[config.mk]
export PLATFORM = sky130hd
export DESIGN_NAME = line_rasterizer
export DESIGN_NICKNAME = d
export VERILOG_FILES = /design/src/hdl/lr_pkg.sv /design/src/hdl/lr_front.sv /design/src/hdl/lr_queue.sv /design/src/hdl/lr_engine.sv /design/src/hdl/line_rasterizer.sv
export SDC_FILE = /design/constraint.sdc
export NUM_CORES = 1
export LEC_CHECK = 0
export CELL_PAD_IN_SITES_DETAIL_PLACEMENT = 0
export CELL_PAD_IN_SITES_GLOBAL_PLACEMENT = 1
export CORE_UTILIZATION = 30
export DETAILED_ROUTE_END_ITERATION = 10
export DONT_BUFFER_PORTS = 1
export PLACE_DENSITY_LB_ADDON = 0.1
export RECOVER_POWER = 100
export SETUP_SLACK_MARGIN = 0.1
export SLEW_MARGIN = 0
export SYNTH_ARGS = -nofsm -noshare
export SYNTH_HDL_FRONTEND = slang
export SYNTH_HIERARCHICAL = 1
export SYNTH_SLANG_ARGS = --single-unit
[constraint.sdc]
create_clock -name clk -period 7.6 [get_ports clk]
set_input_delay 0.76 -clock clk [delete_from_list [all_inputs] [get_ports clk]]
set_output_delay 0.76 -clock clk [all_outputs]
set_load 0.005 [all_outputs]
[src/hdl/lr_pkg.sv]
// Shared types and constants for the line rasterizer.
package lr_pkg;

  localparam int COORD_BITS = 10;
  localparam int ERR_BITS   = COORD_BITS + 2;
  localparam int COLOR_BITS = 16;
  localparam int SIZE_BITS  = 11;
  localparam int CFG_IDX_BITS = 1;

  localparam logic [SIZE_BITS-1:0] SCREEN_WIDTH_RESET  = SIZE_BITS'(176);
  localparam logic [SIZE_BITS-1:0] SCREEN_HEIGHT_RESET = SIZE_BITS'(220);

  localparam logic [CFG_IDX_BITS-1:0] CFG_SCREEN_WIDTH  = 1'b0;
  localparam logic [CFG_IDX_BITS-1:0] CFG_SCREEN_HEIGHT = 1'b1;

  localparam logic KIND_START = 1'b0;
  localparam logic KIND_STEP  = 1'b1;

  typedef logic [COORD_BITS-1:0] coord_t;

  typedef struct packed {
    logic                  kind;
    coord_t                start_x;
    coord_t                start_y;
    coord_t                end_x;
    coord_t                end_y;
    logic [COLOR_BITS-1:0] pen_color;
  } lr_in_t;

  typedef struct packed {
    coord_t                pixel_x;
    coord_t                pixel_y;
    logic [COLOR_BITS-1:0] pixel_color;
    logic                  on_screen;
    logic                  last;
  } lr_out_t;

  // Classified command held in the queue between front and engine
  typedef struct packed {
    logic                  is_start;
    logic                  steep;
    coord_t                a_maj;
    coord_t                a_min;
    coord_t                b_maj;
    coord_t                b_min;
    logic [COLOR_BITS-1:0] color;
  } lr_cmd_t;

  typedef struct packed {
    logic    valid;
    lr_cmd_t cmd;
  } lr_qhead_t;

endpackage

[src/hdl/lr_front.sv]
// Front end: accepts input words and classifies them into queue commands.
module lr_front (
  input  logic           in_valid,
  output logic           in_stall,
  input  lr_pkg::lr_in_t in_word,
  output logic           push,
  output lr_pkg::lr_cmd_t push_cmd,
  input  logic           q_full
);
  import lr_pkg::*;

  coord_t dx;
  coord_t dy;
  logic   steep;

  assign dx    = (in_word.start_x > in_word.end_x) ? in_word.start_x - in_word.end_x
                                                   : in_word.end_x - in_word.start_x;
  assign dy    = (in_word.start_y > in_word.end_y) ? in_word.start_y - in_word.end_y
                                                   : in_word.end_y - in_word.start_y;
  // y is the major axis only when it strictly dominates
  assign steep = dy > dx;

  assign in_stall = q_full;
  assign push     = in_valid && !q_full;

  always_comb begin
    push_cmd.is_start = (in_word.kind == KIND_START);
    push_cmd.steep    = steep;
    push_cmd.a_maj    = steep ? in_word.start_y : in_word.start_x;
    push_cmd.a_min    = steep ? in_word.start_x : in_word.start_y;
    push_cmd.b_maj    = steep ? in_word.end_y   : in_word.end_x;
    push_cmd.b_min    = steep ? in_word.end_x   : in_word.end_y;
    push_cmd.color    = in_word.pen_color;
  end

endmodule

[src/hdl/lr_queue.sv]
// Two-entry command queue between the front end and the line engine.
module lr_queue (
  input  logic             clk,
  input  logic             rst,
  input  logic             push,
  input  lr_pkg::lr_cmd_t  push_cmd,
  output logic             full,
  output lr_pkg::lr_qhead_t head,
  input  logic             pop
);
  import lr_pkg::*;

  lr_cmd_t    mem [2];
  logic       wr_ptr;
  logic       rd_ptr;
  logic [1:0] count;

  assign full       = (count == 2'd2);
  assign head.valid = (count != 2'd0);
  assign head.cmd   = mem[rd_ptr];

  always_ff @(posedge clk) begin
    if (push) begin
      mem[wr_ptr] <= push_cmd;
    end
  end

  always_ff @(posedge clk) begin
    if (rst) begin
      wr_ptr <= 1'b0;
      rd_ptr <= 1'b0;
      count  <= 2'd0;
    end else begin
      if (push) wr_ptr <= !wr_ptr;
      if (pop)  rd_ptr <= !rd_ptr;
      count <= count + 2'(push) - 2'(pop);
    end
  end

endmodule

[src/hdl/lr_engine.sv]
// Line engine: Bresenham state, per-step update and the output register.
module lr_engine (
  input  logic                          clk,
  input  logic                          rst,
  input  lr_pkg::lr_qhead_t             head,
  output logic                          pop,
  input  logic [lr_pkg::SIZE_BITS-1:0]  screen_width,
  input  logic [lr_pkg::SIZE_BITS-1:0]  screen_height,
  output logic                          out_valid,
  input  logic                          out_stall,
  output lr_pkg::lr_out_t               out_word
);
  import lr_pkg::*;

  logic                         line_active;
  logic                         axes_swapped;
  logic                         minor_step_down;
  coord_t                       major_pos;
  coord_t                       minor_pos;
  coord_t                       major_end;
  coord_t                       major_delta;
  coord_t                       minor_delta;
  logic signed [ERR_BITS-1:0]   error_term;
  logic [COLOR_BITS-1:0]        line_color;

  logic                         out_free;
  logic                         emit;
  logic                         do_start;
  logic                         is_last;
  coord_t                       px;
  coord_t                       py;
  logic signed [ERR_BITS-1:0]   err_sub;

  // start setup
  logic   swap_ends;
  coord_t lo_maj;
  coord_t lo_min;
  coord_t hi_maj;
  coord_t hi_min;

  assign out_free = !out_valid || !out_stall;
  assign pop      = head.valid && (head.cmd.is_start || !line_active || out_free);
  assign do_start = pop && head.cmd.is_start;
  assign emit     = pop && !head.cmd.is_start && line_active;

  assign px      = axes_swapped ? minor_pos : major_pos;
  assign py      = axes_swapped ? major_pos : minor_pos;
  assign is_last = (major_pos >= major_end);
  assign err_sub = error_term - $signed({2'b00, minor_delta});

  assign swap_ends = head.cmd.a_maj > head.cmd.b_maj;
  assign lo_maj    = swap_ends ? head.cmd.b_maj : head.cmd.a_maj;
  assign lo_min    = swap_ends ? head.cmd.b_min : head.cmd.a_min;
  assign hi_maj    = swap_ends ? head.cmd.a_maj : head.cmd.b_maj;
  assign hi_min    = swap_ends ? head.cmd.a_min : head.cmd.b_min;

  always_ff @(posedge clk) begin
    if (rst) begin
      line_active     <= 1'b0;
      axes_swapped    <= 1'b0;
      minor_step_down <= 1'b0;
      major_pos       <= '0;
      minor_pos       <= '0;
      major_end       <= '0;
      major_delta     <= '0;
      minor_delta     <= '0;
      error_term      <= '0;
      line_color      <= '0;
    end else if (do_start) begin
      line_active     <= 1'b1;
      axes_swapped    <= head.cmd.steep;
      minor_step_down <= !(lo_min < hi_min);
      major_pos       <= lo_maj;
      minor_pos       <= lo_min;
      major_end       <= hi_maj;
      major_delta     <= hi_maj - lo_maj;
      minor_delta     <= (lo_min > hi_min) ? lo_min - hi_min : hi_min - lo_min;
      error_term      <= $signed({3'b000, (COORD_BITS-1)'((hi_maj - lo_maj) >> 1)});
      line_color      <= head.cmd.color;
    end else if (emit) begin
      if (is_last) begin
        line_active <= 1'b0;
      end else begin
        if (err_sub < 0) begin
          minor_pos  <= minor_step_down ? minor_pos - coord_t'(1) : minor_pos + coord_t'(1);
          error_term <= err_sub + $signed({2'b00, major_delta});
        end else begin
          error_term <= err_sub;
        end
        major_pos <= major_pos + coord_t'(1);
      end
    end
  end

  // output register
  always_ff @(posedge clk) begin
    if (rst) begin
      out_valid <= 1'b0;
    end else if (emit) begin
      out_valid <= 1'b1;
    end else if (!out_stall) begin
      out_valid <= 1'b0;
    end
  end

  always_ff @(posedge clk) begin
    if (emit) begin
      out_word.pixel_x     <= px;
      out_word.pixel_y     <= py;
      out_word.pixel_color <= line_color;
      out_word.on_screen   <= ({1'b0, px} < screen_width) && ({1'b0, py} < screen_height);
      out_word.last        <= is_last;
    end
  end

endmodule

[src/hdl/line_rasterizer.sv]
// Top level of the line rasterizer: front end, queue, engine and screen registers.
//
//   port group   dir  handshake            payload
//   in_*         in   in_valid / in_stall  in_word  (lr_in_t)
//   out_*        out  out_valid / out_stall out_word (lr_out_t)
//   cfg_*        in   cfg_we               cfg_index, cfg_data
//
// One word per cycle sustained while out_stall is low: a step word is one subtract
// and compare on the registered error term in the engine. An accepted word is
// registered in the queue, and its pixel then in the output register (out_word).
// Reset empties the queue, drops any active line and restores 176 x 220.
// out_stall holds the output register; the two-entry queue then fills and
// raises in_stall. Start words and steps without a line never wait on output.
module line_rasterizer (
  input  logic                            clk,
  input  logic                            rst,
  input  logic                            in_valid,
  output logic                            in_stall,
  input  lr_pkg::lr_in_t                  in_word,
  output logic                            out_valid,
  input  logic                            out_stall,
  output lr_pkg::lr_out_t                 out_word,
  input  logic                            cfg_we,
  input  logic [lr_pkg::CFG_IDX_BITS-1:0] cfg_index,
  input  logic [lr_pkg::SIZE_BITS-1:0]    cfg_data
);
  import lr_pkg::*;

  logic [SIZE_BITS-1:0] screen_width;
  logic [SIZE_BITS-1:0] screen_height;

  logic      push;
  lr_cmd_t   push_cmd;
  logic      q_full;
  lr_qhead_t head;
  logic      pop;

  always_ff @(posedge clk) begin
    if (rst) begin
      screen_width  <= SCREEN_WIDTH_RESET;
      screen_height <= SCREEN_HEIGHT_RESET;
    end else if (cfg_we) begin
      unique case (cfg_index)
        CFG_SCREEN_WIDTH:  screen_width  <= cfg_data;
        CFG_SCREEN_HEIGHT: screen_height <= cfg_data;
        default: ;
      endcase
    end
  end

  lr_front u_front (
    .in_valid (in_valid),
    .in_stall (in_stall),
    .in_word  (in_word),
    .push     (push),
    .push_cmd (push_cmd),
    .q_full   (q_full)
  );

  lr_queue u_queue (
    .clk      (clk),
    .rst      (rst),
    .push     (push),
    .push_cmd (push_cmd),
    .full     (q_full),
    .head     (head),
    .pop      (pop)
  );

  lr_engine u_engine (
    .clk           (clk),
    .rst           (rst),
    .head          (head),
    .pop           (pop),
    .screen_width  (screen_width),
    .screen_height (screen_height),
    .out_valid     (out_valid),
    .out_stall     (out_stall),
    .out_word      (out_word)
  );

endmodule

# == After elaboration in Yosys (flattened, before gate mapping) ==
# Memories as Yosys holds them, arrays and structs flattened. A register that Yosys moved wholly into a read port is not among the register bits.
# Index checks and enable logic that the tools add are counted.
# classes
n_addsub,14
magnitude_cmp,10
n_eq_ne,3
muxes,34
bitwise_logic,3
n_reduce_logical,28
# op_table
operator,count
$mux W10,21
$sub A10 B10 Y10,7
$gt A10 B10 Y1,5
$mux W9,3
$lt A10 B11 Y1,2
$add A10 B1 Y10 const B,2
$add A12 B11 Y12,1
$lt A12 B1 Y1 const B,1
$mux W12,1
$sub A12 B11 Y12,1
$ge A10 B10 Y1,1
$lt A10 B10 Y1,1
$reduce_and A2 Y1,5
$sub A10 B1 Y10 const B,1
$mux W1,9
$logic_not A1 Y1,8
$reduce_bool A2 Y1,4
$logic_and A1 B1 Y1,6
$ne A2 B1 Y1 const B,2
$logic_or A1 B1 Y1,3
$not A1 Y1,3
$reduce_and A3 Y1,1
$add A2 B1 Y2,1
$eq A2 B2 Y1 const B,1
other kinds (2),2
# totals
ff_bits,146
ramBits,116
input_bits,74
out_inout_bits,40
n_memories,1
# memory_table
name,depth,word_bits,read_ports,rd_clocked_by_memory_dff,wr,line,source
u_queue.mem,2,58,1,1,1,lr_queue.sv:13,lr_cmd_t mem [2];

# == Depth between registers and ports, before layout ==
# depth
word_depth,8
mapped_depth,23

# == Hierarchy ==
# Netlist, hierarchy kept.
# by_module_without_submodules
module,instances,cells_per_inst,area_each_um2,seq_area_each_um2
lr_engine,1,1101,9142.5,2782.7
lr_queue,1,201,4479.3,3583.4
lr_front,1,335,2581.2,0.0
line_rasterizer,1,89,929.6,440.4

# == Worst setup path after synthesis ==
# OpenSTA, ideal clock, no wires.
# synth_path
path_type,reg-to-reg
startpoint,register (tool-made name)
endpoint,register u_engine.minor_delta[2]
t_arrival_ns,4.677
slack_ns,2.806
path_stages_with_launch,22
n_path_buf,4
path_cell_list,dfxtp_1 > buf_2 > mux2_2 > inv_1 > ha_1 > buf_4 > a211oi_2 > nor2_1 > a2111o_1 > buf_4 > buf_6 > a21boi_1 > a21oi_1 > ha_1 > o21ai_0 > a221o_1 > nand4_1 > and3_1 > o21ai_4 > o2111ai_2 > or4_1 > a32o_1
# synth_lines
item,line,source
end signal: assignment,lr_engine.sv:77,minor_delta <= (lo_min > hi_min) ? lo_min - hi_min : hi_min - lo_min;
end: declaration,lr_engine.sv:22,coord_t minor_delta;

==> flow_summary_export.csv <==
group,metric,value,unit
run_status,outcome,"finished with violations",
run_status,violations,"capacitance limit, slew limit",
setup_path,critPathKind,"input pin to flop",
synthesis,synth_top_area_share,0.270,
placed_design,gp_congestion,0.871,
floorplanning,rows,87,
setup_path,startpoint,"in_word[46]",
sta,worst_slew_pin_slew,3530,ps
cells_and_area,area_growth,9.62,%
synthesis,yosys_warnings,6,
cells_and_area,sequential_cell_area,6810,µm²
setup_path,startpoint_type,"input pin",
cells_and_area,multi_input_area,9220,µm²
placed_design,portBuffers,0,
power,p_sw,4.01,mW
floorplanning,dieArea,58100,µm²
drt,wl_per_cell,20.4,µm
synthesis,synth_edf_count,154,
setup_path,crit_arrival,6820,ps
synthesis,syn_inst,1726,
power,clkPwrFrac,0.189,
cells_and_area,fin_util,0.333,
floorplanning,ioPinCount,114,
drt,drc,0,
cts,cts_tree,"built",
run,cap_violations,7,
floorplanning,initial_core_util,0.304,
power,power_leakage,7.50,nW
cts,path_clk_slew,60,ps
cells_and_area,fill_cells,5896,
sta,skew,29.5,ps
setup_path,r2r-end,"u_engine/minor_delta[8]",
synthesis,synth_most_common_cell,"edfxtp_1",
sta,setup_viol,0,
cts,h-tree-depth,2,
floorplanning,placeableCoreArea,56400,µm²
sta,grt_setup_unrepaired,"no",
drt,via_per_inst,5.09,
power,ir_drop,0.161,mV
grt,grt_overflow,0,
floorplanning,die_x,241,µm
cts,hold_buffers,0,
synthesis,ys_async_sr_fraction,0,
setup_path,worstPathMaxFanout,27,
sta,finalHoldViolCount,0,
min_path,hold_path.class,"input pin to flop",
synthesis,synth_top_family_by_area,"compound AO/OA/AOI/OAI gates",
synthesis,synth.area.top_cells,"edfxtp_1 27%, dfxtp_1 13%, ha_1 8.8%",
grt,grt_max_degree,104,
cts,post-cts-setup-buffer-count,0,
drt,first_pass_iters,5,
grt,antenna_found_initial,0,
drt,drt_iter0_drc,535,
synthesis,synthSimpleGateAreaFrac,0.128,
synthesis,muxShareOfSynthArea,0.106,
synthesis,synth_ff_type,"edfxtp_1",
power,p_int,4.88,mW
sta,max_freq,154,MHz
sta,setup-tns-final,0,ps
drt,vias,12500,
cts,cts_max_path_buffers,3,
placed_design,hpwl,38200,µm
floorplanning,die-height,241,µm
synthesis,ys_ff_latch,263,
setup_path,cp-end-kind,"flop",
cts,cts_buffers,34,
power,combinationalPowerShare,0.565,
sta,slew_headroom,-1.36,
grt,grt_pass1_vias,12400,
drt,ant_nets,0,
power,pwr-share-seq,0.246,
power,switching_share,0.451,
cts,post_cts_resized,0,
setup_path,worstPathRequired,7940,ps
grt,grt_first_pass_wirelength,76300,µm
cells_and_area,num_antenna_cells,0,
sta,setup_slack,1120,ps
setup_path,worstRegToRegCells,14,
synthesis,yosys-top-cells-count,"154 x edfxtp_1, 138 x nand2_1, 136 x inv_1",
cts,insertion_delay,530,ps
placed_design,preCtsSetupSlack,1470,ps
synthesis,syn_area,17100,µm²
setup_path,crit_end,"u_queue/mem[1][28]",
cells_and_area,drive_gt1_frac,0.0935,
synthesis,synth_seq_area_share,0.397,
power,powerDensity,473,nW/µm²
sta,period_minus_slack,6480,ps
cts,clock-sinks,263,
synthesis,syn_area_per_cell,9.93,µm²
synthesis,synth_top_area_cell,"edfxtp_1",
sta,post-route-period-util,0.852,
synthesis,synth-xor-area-share,0.0345,
cts,root_buffer,"clkbuf_16",
setup_path,r2r_setup_slack,1170,ps
sta,slew_violations,302,
drt,totalWireLength,50200,µm
grt,track_usage,0.173,
synthesis,yosysUniqueCellTypes,101,
synthesis,syn_nets,1927,
cells_and_area,fin_nets,1878,
synthesis,post_synth_fa_ha_maj_area_fraction,0.105,
synthesis,synth-compound-area-share,0.164,
## how the worst min path moves through the flow
stage | endpoint | slack, ps | start | cells after the start
global route | screen_height[5] | 270 | rst | 1
detailed placement | u_engine/out_word[3] | 410 | u_engine/line_color[1] | 0
global placement | u_engine/out_word[5] | 410 | u_engine/line_color[3] | 0
floorplan | u_engine/out_word[10] | 410 | u_engine/line_color[8] | 0
CTS | screen_height[5] | 260 | rst | 1
finish | screen_height[5] | 310 | rst | 1
## power groups by stage
stage	sequential [mW]	clock [mW]	combinational, mW
final	2.18	1.68	5.02
after global routing	2.23	1.78	5.58
after CTS	2.18	1.73	5.09
after detailed placement	2.21	0	5.06
after global placement	2.21	0	5.07
after floorplan	2.09	0	3.78
## cell type report
type / instances / share of cell area
Multi-Input combinational cell: 1220 / 0.491
Inverter: 137 / 0.0274
Clock buffer: 42 / 0.0496
Timing Repair Buffer: 21 / 0.00680
Sequential cell: 263 / 0.363
Clock inverter: 17 / 0.0123
Tap cell: 756 / 0.0504
## worst max-delay path, stage by stage
cell and delay, ps:
inv_1 90, ha_1 180, inv_1 50, fa_1 390, a21o_1 220, a221oi_2 370
nor2_1 100, o41ai_2 290, buf_4 260, mux2i_1 240, xor2_1 190, ha_1 270
a21o_1 160, a21oi_1 220, o211ai_1 130, o21ai_1 2040, buf_4 540, mux2i_1 290
## layout by cell type, fill, tap and decap left out, types with 35 or more instances in the layout
master,Yosys,routed
o21ai_0,43,46
mux2i_1,82,82
inv_1,136,136
nand2b_1,37,37
ha_1,120,120
edfxtp_1,154,154
dfxtp_1,109,108
clkbuf_16,0,35
nor2_1,104,104
nand2_1,138,137
mux2_2,62,40
a21oi_1,119,119
a211oi_1,37,38
## per-stage QoR
step                total power [mW]  hold slack, ps  instances  instance area, µm²
floorplan                       5.87             408       1726               17100
global placement                7.28             413       2397               17700
detailed placement              7.27             415       2397               17700
CTS                             9.00             264       2456               18800
global route                    9.59             273       2456               18800
finish                          8.88             314       2456               18800
## state kept, by name, summed over array words and instances, names as in the netlist, 2 cells and up, named ones only
| name | flops |
|---|---|
| u_queue/count | 2 |
| u_engine/minor_delta | 10 |
| u_queue/mem | 116 |
| u_engine/major_end | 10 |
| u_engine/line_color | 16 |
| u_engine/out_word | 38 |
| screen_width | 11 |
| screen_height | 11 |
| u_engine/major_delta | 10 |
| u_engine/error_term | 12 |
| u_engine/major_pos | 10 |
| u_engine/minor_pos | 10 |
## cells by family (layout without fill, tap and decap cells)
logic type      count (synthesis)  in the layout
compound gates                401            401
xor+xnor                       66             66
fa+ha+maj                     142            142
buf+inv                       243            217
flops                         263            263
mux                           164            164
simple gates                  447            447
## per-layer routing
metal | wire length [µm] | GRT usage | part of all wire
met4 | 1600 | 0.0529 | 0.032
met1 | 23400 | 0.228 | 0.47
met3 | 1950 | 0.0316 | 0.039
met2 | 23200 | 0.287 | 0.46
met5 | 0 | 0 | 0
No activity file was read; power rests on OpenSTA's default activity.
